--- config.mk ---
export PLATFORM = sky130hd
export DESIGN_NAME = serial_command_pwm_ramp_core_flat
export DESIGN_NICKNAME = d
export VERILOG_FILES = /design/src/sv/scpr_pkg.sv /design/src/sv/scpr_in_if.sv /design/src/sv/scpr_out_if.sv /design/src/sv/serial_command_pwm_ramp_core.sv /design/src/flat_wrapper.sv
export SDC_FILE = /design/constraint.sdc
export NUM_CORES = 1
export LEC_CHECK = 0
export BUFFER_PORTS_ARGS = -buffer_cell sky130_fd_sc_hd__clkbuf_2
export CAP_MARGIN = 5
export CORE_MARGIN = 10
export CORE_UTILIZATION = 50
export DETAILED_ROUTE_END_ITERATION = 10
export GPL_ROUTABILITY_DRIVEN = 0
export PLACE_DENSITY = 0.7
export RECOVER_POWER = 50
export SYNTH_ARGS = -nofsm -noshare
export SYNTH_HDL_FRONTEND = slang
export SYNTH_SLANG_ARGS = --single-unit
--- constraint.sdc ---
create_clock -name clk -period 7.7 [get_ports clk]
set_input_delay 1.155 -clock clk [delete_from_list [all_inputs] [get_ports clk]]
set_output_delay 1.155 -clock clk [all_outputs]
set_load 0.005 [all_outputs]
--- src/sv/scpr_pkg.sv ---
// ============================================================================
// Serial command PWM ramp package
// Shared constants for the serial command PWM ramp block: frame sizing,
// command strings, ramp limits and the divide-by-100 reciprocal.
// ============================================================================
`default_nettype none

package scpr_pkg;

    // Frame buffer depth and the widths derived from it.
    localparam int FRAME_DEPTH = 8;
    localparam int POS_W       = $clog2(FRAME_DEPTH + 1);
    localparam int IDX_W       = $clog2(FRAME_DEPTH);

    // Field widths.
    localparam int PERIOD_W  = 16;
    localparam int DUTY_W    = 7;
    localparam int PRODUCT_W = PERIOD_W + DUTY_W;

    // Item kinds.
    localparam logic CMD_BYTE = 1'b0;
    localparam logic CMD_TICK = 1'b1;

    // Characters and command heads (the closing '$' is the current byte).
    localparam logic [7:0]  CHAR_DOLLAR = 8'h24;
    localparam logic [7:0]  CHAR_ZERO   = 8'h30;
    localparam logic [7:0]  CHAR_NINE   = 8'h39;
    localparam logic [55:0] HEAD_MANUAL = "$manual";
    localparam logic [39:0] HEAD_AUTO   = "$auto";
    localparam logic [31:0] HEAD_PWM    = "$PWM";

    // Frame position at which each command's closing '$' arrives.
    localparam logic [POS_W-1:0] CLOSE_MANUAL = POS_W'(7);
    localparam logic [POS_W-1:0] CLOSE_AUTO   = POS_W'(5);
    localparam logic [POS_W-1:0] CLOSE_PWM    = POS_W'(6);
    localparam logic [POS_W-1:0] CLOSE_MIN    = POS_W'(2);

    // Ramp limits and reset period.
    localparam logic [DUTY_W-1:0]   DUTY_MAX     = DUTY_W'(99);
    localparam logic [DUTY_W-1:0]   DUTY_TOP     = DUTY_W'(98);
    localparam logic [DUTY_W-1:0]   DUTY_TEN     = DUTY_W'(10);
    localparam logic [PERIOD_W-1:0] PERIOD_RESET = PERIOD_W'(99);

    // x / 100 == (x >> 2) / 25; the latter by reciprocal, exact for x < 2**23.
    localparam int          DIV25_SHIFT = 26;
    localparam logic [21:0] DIV25_RECIP = 22'd2684355;

endpackage : scpr_pkg

`default_nettype wire

--- src/sv/scpr_in_if.sv ---
// ============================================================================
// Serial command PWM ramp input channel
// Valid/ready channel carrying one input word: item kind and received byte.
// ============================================================================
`default_nettype none

interface scpr_in_if;

    logic       valid;
    logic       ready;
    logic       cmd;
    logic [7:0] rx_byte;

    modport source (output valid, output cmd, output rx_byte, input ready);
    modport sink   (input valid, input cmd, input rx_byte, output ready);

endinterface : scpr_in_if

`default_nettype wire

--- src/sv/scpr_out_if.sv ---
// ============================================================================
// Serial command PWM ramp result channel
// Valid/ready channel carrying one result word: compare value, duty and mode.
// ============================================================================
`default_nettype none

interface scpr_out_if;

    logic        valid;
    logic        ready;
    logic [15:0] compare_value;
    logic [6:0]  duty_percent;
    logic        manual_active;

    modport source (output valid, output compare_value, output duty_percent,
                    output manual_active, input ready);
    modport sink   (input valid, input compare_value, input duty_percent,
                    input manual_active, output ready);

endinterface : scpr_out_if

`default_nettype wire

--- src/sv/serial_command_pwm_ramp_core.sv ---
// ============================================================================
// Serial command PWM ramp core
// Gathers '$'-delimited serial command frames, runs a triangle duty ramp on
// timer ticks and reports the PWM compare value for every input word.
// ============================================================================
// Usage:
// Words arrive on the item channel: cmd low carries a received serial byte,
// cmd high a timer tick. Every accepted word yields exactly one result word
// on the result channel, in order, holding period*duty/100, the duty and the
// mode. The period register is written through period_we/period_wdata and
// resets to 99; the user must write it only while the block is idle, which
// the block itself does not enforce. The accepting edge registers the frame
// and ramp update, the multiply stage then registers period*duty and the
// output stage the reciprocal divide by 100, which the result word holds.
// Throughput is one word per cycle while the result channel is not stalled.
// The three stages are elastic: each loads whenever it is empty or its
// contents move on, so words keep being accepted while a result waits, until
// all three stages are full. A stalled receiver holds the result steady.
// Reset clears the frame state, selects automatic mode with zero duty and an
// upward ramp, and empties the pipeline.
// ============================================================================
`default_nettype none

module serial_command_pwm_ramp_core
    import scpr_pkg::*;
(
    input  wire logic                clk,
    input  wire logic                rst_n,
    scpr_in_if.sink                  item,
    scpr_out_if.source               result,
    input  wire logic                period_we,
    input  wire logic [PERIOD_W-1:0] period_wdata
);

    // Configuration and control state.
    logic [PERIOD_W-1:0] period_reg;
    logic [POS_W-1:0]    pos_reg,      pos_next;
    logic                in_frame_reg, in_frame_next;
    logic                manual_reg,   manual_next;
    logic [DUTY_W-1:0]   duty_reg,     duty_next;
    logic                ramp_up_reg,  ramp_up_next;
    logic [7:0]          frame_chars [FRAME_DEPTH];

    // Pipeline stages.
    logic                 s1_valid_reg;
    logic [DUTY_W-1:0]    s1_duty_reg;
    logic                 s1_manual_reg;
    logic                 s2_valid_reg;
    logic [PRODUCT_W-1:0] s2_product_reg;
    logic [DUTY_W-1:0]    s2_duty_reg;
    logic                 s2_manual_reg;
    logic                 out_valid_reg;
    logic [PERIOD_W-1:0]  out_compare_reg;
    logic [DUTY_W-1:0]    out_duty_reg;
    logic                 out_manual_reg;

    logic accept;
    logic out_free;
    logic s2_free;
    logic s1_free;

    logic                 close_now;
    logic                 pwm_digits_ok;
    logic [3:0]           tens;
    logic [3:0]           units;
    logic [DUTY_W-1:0]    pwm_duty;
    logic [DUTY_W-1:0]    ramp_duty;
    logic [42:0]          quotient_wide;

    // Elastic handshake: a stage loads when empty or when it empties itself.
    assign out_free   = !out_valid_reg || result.ready;
    assign s2_free    = !s2_valid_reg || out_free;
    assign s1_free    = !s1_valid_reg || s2_free;
    assign item.ready = s1_free;
    assign accept     = item.valid && s1_free;

    // Period register.
    always_ff @(posedge clk or negedge rst_n)
    begin
        if (!rst_n)
        begin
            period_reg <= PERIOD_RESET;
        end
        else if (period_we)
        begin
            period_reg <= period_wdata;
        end
    end

    // Duty digits of a "$PWMdd$" frame.
    always_comb
    begin
        pwm_digits_ok = (frame_chars[4] inside {[CHAR_ZERO:CHAR_NINE]})
                     && (frame_chars[5] inside {[CHAR_ZERO:CHAR_NINE]});
        tens     = 4'(frame_chars[4] - CHAR_ZERO);
        units    = 4'(frame_chars[5] - CHAR_ZERO);
        pwm_duty = DUTY_W'(tens) * DUTY_TEN + DUTY_W'(units);
    end

    // Frame gathering, command decoding and the triangle ramp.
    always_comb
    begin
        pos_next      = pos_reg;
        in_frame_next = in_frame_reg;
        manual_next   = manual_reg;
        duty_next     = duty_reg;
        ramp_up_next  = ramp_up_reg;
        ramp_duty     = duty_reg;
        close_now     = in_frame_reg && (item.rx_byte == CHAR_DOLLAR)
                     && (pos_reg >= CLOSE_MIN);

        if (item.cmd == CMD_BYTE)
        begin
            if (!in_frame_reg)
            begin
                if (item.rx_byte == CHAR_DOLLAR)
                begin
                    in_frame_next = 1'b1;
                    pos_next      = POS_W'(1);
                end
            end
            else if (close_now)
            begin
                in_frame_next = 1'b0;
                pos_next      = '0;
                if (pos_reg == CLOSE_MANUAL
                    && {frame_chars[0], frame_chars[1], frame_chars[2], frame_chars[3],
                        frame_chars[4], frame_chars[5], frame_chars[6]} == HEAD_MANUAL)
                begin
                    manual_next = 1'b1;
                end
                if (pos_reg == CLOSE_AUTO
                    && {frame_chars[0], frame_chars[1], frame_chars[2], frame_chars[3],
                        frame_chars[4]} == HEAD_AUTO)
                begin
                    manual_next = 1'b0;
                end
                if (manual_reg && pos_reg == CLOSE_PWM && pwm_digits_ok
                    && {frame_chars[0], frame_chars[1], frame_chars[2],
                        frame_chars[3]} == HEAD_PWM)
                begin
                    duty_next = pwm_duty;
                end
            end
            else if (pos_reg < POS_W'(FRAME_DEPTH))
            begin
                // Past the buffer every position behaves alike, so it saturates.
                pos_next = pos_reg + POS_W'(1);
            end
        end
        else if (!manual_reg)
        begin
            if (ramp_up_reg)
            begin
                if (duty_reg < DUTY_MAX)
                begin
                    ramp_duty = duty_reg + DUTY_W'(1);
                end
            end
            else if (duty_reg != '0)
            begin
                ramp_duty = duty_reg - DUTY_W'(1);
            end
            duty_next = ramp_duty;
            if (ramp_duty > DUTY_TOP)
            begin
                ramp_up_next = 1'b0;
            end
            if (ramp_duty == '0)
            begin
                ramp_up_next = 1'b1;
            end
        end
    end

    // Control state registers.
    always_ff @(posedge clk or negedge rst_n)
    begin
        if (!rst_n)
        begin
            pos_reg      <= '0;
            in_frame_reg <= 1'b0;
            manual_reg   <= 1'b0;
            duty_reg     <= '0;
            ramp_up_reg  <= 1'b1;
        end
        else if (accept)
        begin
            pos_reg      <= pos_next;
            in_frame_reg <= in_frame_next;
            manual_reg   <= manual_next;
            duty_reg     <= duty_next;
            ramp_up_reg  <= ramp_up_next;
        end
    end

    // Frame buffer; only entries written by the current frame are ever read.
    always_ff @(posedge clk)
    begin
        if (accept && item.cmd == CMD_BYTE)
        begin
            if (!in_frame_reg)
            begin
                if (item.rx_byte == CHAR_DOLLAR)
                begin
                    frame_chars[0] <= item.rx_byte;
                end
            end
            else if (pos_reg < POS_W'(FRAME_DEPTH))
            begin
                frame_chars[pos_reg[IDX_W-1:0]] <= item.rx_byte;
            end
        end
    end

    // Pipeline valid bits.
    always_ff @(posedge clk or negedge rst_n)
    begin
        if (!rst_n)
        begin
            s1_valid_reg  <= 1'b0;
            s2_valid_reg  <= 1'b0;
            out_valid_reg <= 1'b0;
        end
        else
        begin
            if (s1_free)
            begin
                s1_valid_reg <= accept;
            end
            if (s2_free)
            begin
                s2_valid_reg <= s1_valid_reg;
            end
            if (out_free)
            begin
                out_valid_reg <= s2_valid_reg;
            end
        end
    end

    // Reciprocal divide by 100 on the registered product.
    assign quotient_wide = 43'(s2_product_reg[PRODUCT_W-1:2]) * 43'(DIV25_RECIP);

    // Pipeline payload: state snapshot, period product, compare value.
    always_ff @(posedge clk)
    begin
        if (accept)
        begin
            s1_duty_reg   <= duty_next;
            s1_manual_reg <= manual_next;
        end
        if (s2_free && s1_valid_reg)
        begin
            s2_product_reg <= PRODUCT_W'(period_reg) * PRODUCT_W'(s1_duty_reg);
            s2_duty_reg    <= s1_duty_reg;
            s2_manual_reg  <= s1_manual_reg;
        end
        if (out_free && s2_valid_reg)
        begin
            out_compare_reg <= quotient_wide[DIV25_SHIFT+PERIOD_W-1:DIV25_SHIFT];
            out_duty_reg    <= s2_duty_reg;
            out_manual_reg  <= s2_manual_reg;
        end
    end

    assign result.valid         = out_valid_reg;
    assign result.compare_value = out_compare_reg;
    assign result.duty_percent  = out_duty_reg;
    assign result.manual_active = out_manual_reg;

    // The ramp and duty commands never leave the 0 to 99 range.
    assert property (@(posedge clk) disable iff (!rst_n)
        duty_reg <= DUTY_MAX)
        else $error("duty left the 0 to 99 range");

    // A tick in manual mode leaves the duty alone.
    assert property (@(posedge clk) disable iff (!rst_n)
        (accept && item.cmd == CMD_TICK && manual_reg) |=> $stable(duty_reg))
        else $error("manual tick changed the duty");

    // Outside a frame the position is held at zero.
    assert property (@(posedge clk) disable iff (!rst_n)
        !in_frame_reg |-> (pos_reg == '0))
        else $error("frame position set outside a frame");

    // The frame position saturates at the buffer depth.
    assert property (@(posedge clk) disable iff (!rst_n)
        pos_reg <= POS_W'(FRAME_DEPTH))
        else $error("frame position beyond saturation");

    // A scaled duty below 100 percent cannot exceed the period.
    assert property (@(posedge clk) disable iff (!rst_n)
        out_valid_reg |-> (out_compare_reg <= period_reg))
        else $error("compare value above period");

endmodule : serial_command_pwm_ramp_core

`default_nettype wire
--- src/flat_wrapper.sv ---
// flat-port wrapper written by rule: the top's interface ports become plain ports
module serial_command_pwm_ramp_core_flat import scpr_pkg::*;
  (clk, rst_n, period_we, period_wdata, item_valid, item_cmd, item_rx_byte, item_ready, result_valid, result_compare_value, result_duty_percent, result_manual_active, result_ready);
  scpr_in_if item_i ();
  scpr_out_if result_i ();
  input  wire logic clk;
  input  wire logic rst_n;
  input  wire logic period_we;
  input  wire logic [PERIOD_W-1:0] period_wdata;
  input wire logic [$bits(item_i.valid)-1:0] item_valid;
  input wire logic [$bits(item_i.cmd)-1:0] item_cmd;
  input wire logic [$bits(item_i.rx_byte)-1:0] item_rx_byte;
  output wire logic [$bits(item_i.ready)-1:0] item_ready;
  output wire logic [$bits(result_i.valid)-1:0] result_valid;
  output wire logic [$bits(result_i.compare_value)-1:0] result_compare_value;
  output wire logic [$bits(result_i.duty_percent)-1:0] result_duty_percent;
  output wire logic [$bits(result_i.manual_active)-1:0] result_manual_active;
  input wire logic [$bits(result_i.ready)-1:0] result_ready;
  assign item_i.valid = item_valid;
  assign item_i.cmd = item_cmd;
  assign item_i.rx_byte = item_rx_byte;
  assign item_ready = item_i.ready;
  assign result_valid = result_i.valid;
  assign result_compare_value = result_i.compare_value;
  assign result_duty_percent = result_i.duty_percent;
  assign result_manual_active = result_i.manual_active;
  assign result_i.ready = result_ready;
  serial_command_pwm_ramp_core u_core (.clk(clk), .rst_n(rst_n), .item(item_i), .result(result_i), .period_we(period_we), .period_wdata(period_wdata));
endmodule
==> flow_summary.json <==
{
  "postCtsSetupBuffers": 0,
  "via_per_inst": 5.32,
  "grt_most_used_layer": "met2",
  "clk_pin_slew_ns": 0.07,
  "cts_max_path_buffers": 2,
  "setup_viol": 0,
  "areaGrowthSynthToFinish_pct": 8.14,
  "grt_max_degree": 34,
  "rsz0062_at_grt": "false",
  "worstHoldPathType": "reg2reg",
  "ys_ff_latch": 150,
  "port_buffers": 55,
  "cp_max_fo": 7,
  "grt_pass1_vias": 11200,
  "maxCapViolCount": 2,
  "initial_core_util_pct": 50.7,
  "cts_tree": "yes",
  "skew_ns": 0.0194,
  "rows": 66,
  "cp.arrival_ns": 6.85,
  "cts_root_buf": "clkbuf_16",
  "cts_made_buffers": 17,
  "syn_area_mm2": 0.0164,
  "ctsHoldBuffers": 0,
  "worst_setup_path_end_kind": "flop",
  "cts_resized": 0,
  "antenna_found_initial": 0,
  "synth_edf_count": 117,
  "h-tree-depth": 4,
  "async_flop_share_pct": 22.0,
  "status": "complete, but fails checks",
  "die_h_um": 201,
  "drtAntennaViolNets": 0,
  "use_met3_pct": 3.04,
  "clkLatencyLatePin_ns": 0.45,
  "yosysWarnings": 0,
  "drt_first_pass_iters": 5,
  "num_vias": 10600,
  "core_mm2": 0.0325,
  "syn_nets": 1989,
  "seq_area_frac_synth_pct": 26.4,
  "grt.overflow.total": 0,
  "nNetsFinal": 2048,
  "synthCells": 1479,
  "fp.dieW_um": 201,
  "io_pins": 56,
  "layout-drive-gt1-share_pct": 7.10,
  "postSynthAreaPerCell_um2": 11.1,
  "drt_iter0_drc": 757,
  "synth-main-ff-cell": "edfxtp_1",
  "fin_crit_sh_pct": 86.7,
  "grt_use_total_pct": 17.8,
  "path_class": "reg2reg",
  "synth_cell_types": 70,
  "post_drt_wl_per_cell_um": 17.6,
  "hpwl_mm": 29.4,
  "met2_usage_pct": 29.4,
  "die_area_mm2": 0.0405,
  "wl_mm": 35.0,
  "finalHoldViolCount": 0,
  "tns_ns": 0,
  "met1_usage_pct": 23.5,
  "tightest_slew_ns": 1.93,
  "antenna_cells": 0,
  "maxSlewHeadroom_pct": -28.9,
  "drc_errors": 0,
  "cts_sinks": 150,
  "grt_pass1_wl_mm": 57.8,
  "startpoint_type": "flop",
  "drv_slew": 64,
  "fin_crit_ns": 6.68,
  "violations": "capacitance limit, slew limit",
  "crit_required_ns": 7.88,
  "largest_reg_flops": 56,
  "max_freq_mhz": 150
}
==> synthesized netlist by cell type, drive strengths merged, types with 7 or more instances <==
| master | instances | share of area, % |
|---|---|---|
| a21o | 12 | 0.55 |
| a21oi | 33 | 1.0 |
| a31oi | 10 | 0.38 |
| and2 | 31 | 1.2 |
| clkbuf | 19 | 0.43 |
| dfrtp | 28 | 4.3 |
| edfxtp | 117 | 21 |
| fa | 226 | 28 |
| ha | 254 | 19 |
| inv | 315 | 7.2 |
| mux2 | 22 | 1.5 |
| nand2 | 115 | 2.6 |
| nand2b | 7 | 0.27 |
| nand3 | 17 | 0.52 |
| nand4 | 7 | 0.27 |
| nor2 | 53 | 1.2 |
| nor2b | 10 | 0.38 |
| nor3 | 19 | 0.61 |
| nor4 | 7 | 0.27 |
| nor4b | 8 | 0.43 |
| o21a | 11 | 0.50 |
| o21ai | 30 | 0.98 |
| or2 | 8 | 0.30 |
| xnor2 | 27 | 1.4 |
| xor2 | 9 | 0.48 |
==> layer usage <==
metal / vias to the layer above / wire length, µm
li1: 4992 / -
met1: 5329 / 15700
met2: 235 / 17100
met3: 40 / 1460
met4: 0 / 759
met5: - / 0
==> cells by family after synthesis <==
group,share of synthesized area (%)
buffers and inverters,7.66
muxes,1.75
AOI/OAI and AO/OA,5.78
xor gates and xnor gates,1.92
DFF,26.4
and+or+nand+nor,9.61
adders and majority gates,46.9
==> area by class of cell <==
class	instances	area [µm²]
repair buffers	60	284
multi-input cells	994	10800
well taps	442	553
inverters	315	1180
clock buffers	19	433
flip-flops and latches	150	4350
fillers	2735	14700
clock inverters	12	144
==> worst max-delay path: stages (launching register included) <==
cell       delay (ns)
edfxtp_1         0.53
inv_1            0.16
fa_1             0.50
inv_1            0.11
ha_1             0.18
fa_1             0.45
fa_1             0.52
inv_1            0.05
fa_1             0.47
inv_1            0.05
fa_1             0.52
inv_1            0.06
fa_1             0.53
inv_1            0.04
ha_1             0.18
a211oi_1         0.21
o21ai_0          0.12
o211ai_1         0.13
a311oi_2         0.16
o31ai_2          0.44
o31a_1           0.29
o211ai_2         0.16
a2111oi_1        0.46
nor3b_2          0.08
==> stage by stage <==
stage	setup slack, ns	util, %	instances	hold slack (ns)	instance area, µm²
2_1_floorplan	1.53	-	1479	0.400	16400
4_1_cts	0.977	54.9	1992	0.414	17800
5_1_grt	0.649	54.8	1992	0.412	17800
3_5_place_dp	1.00	53.1	1961	0.405	17200
6_report	1.02	54.8	1992	0.412	17800
3_3_place_gp	1.15	53.1	1961	0.404	17200
==> final timing paths <==
kind	start	end	slack, ns	depth (start not counted)
setup / recovery	u_core.s2_product_reg[5]	u_core.result.compare_value[15]	1.02	23
hold / removal	u_core.s2_duty_reg[5]	u_core.result.duty_percent[5]	0.41	0
setup reg to reg	u_core.s2_product_reg[5]	u_core.result.compare_value[15]	1.02	23
hold reg to reg	u_core.s2_duty_reg[5]	u_core.result.duty_percent[5]	0.41	0
max in group asynchronous	rst_n	u_core.manual_reg	5.33	1
min in group asynchronous	rst_n	u_core.period_reg[11]	1.25	1
==> cells in the final DEF, fill, tap and decap left out, drive strengths merged, types with 5 or more instances in the layout <==
master	netlist	final
xor2	9	9
o21ai	30	30
nor2	53	53
nand3	17	17
nand4	7	7
a21o	12	12
nor4b	8	8
a31oi	10	10
nand2	115	115
dfrtp	28	28
mux2	22	22
nor4bb	5	5
a21oi	33	33
and3	6	6
dfstp	5	5
o21a	11	11
nand2b	7	7
a211oi	6	6
ha	254	254
inv	315	320
or2	8	8
and2	31	31
clkbuf	19	75
fa	226	226
xnor2	27	27
nor2b	10	10
nor3	19	19
nor4	7	7
edfxtp	117	117
Power is not shown: default switching activity piles up to over one toggle a cycle in this logic, so the estimate is an artifact.
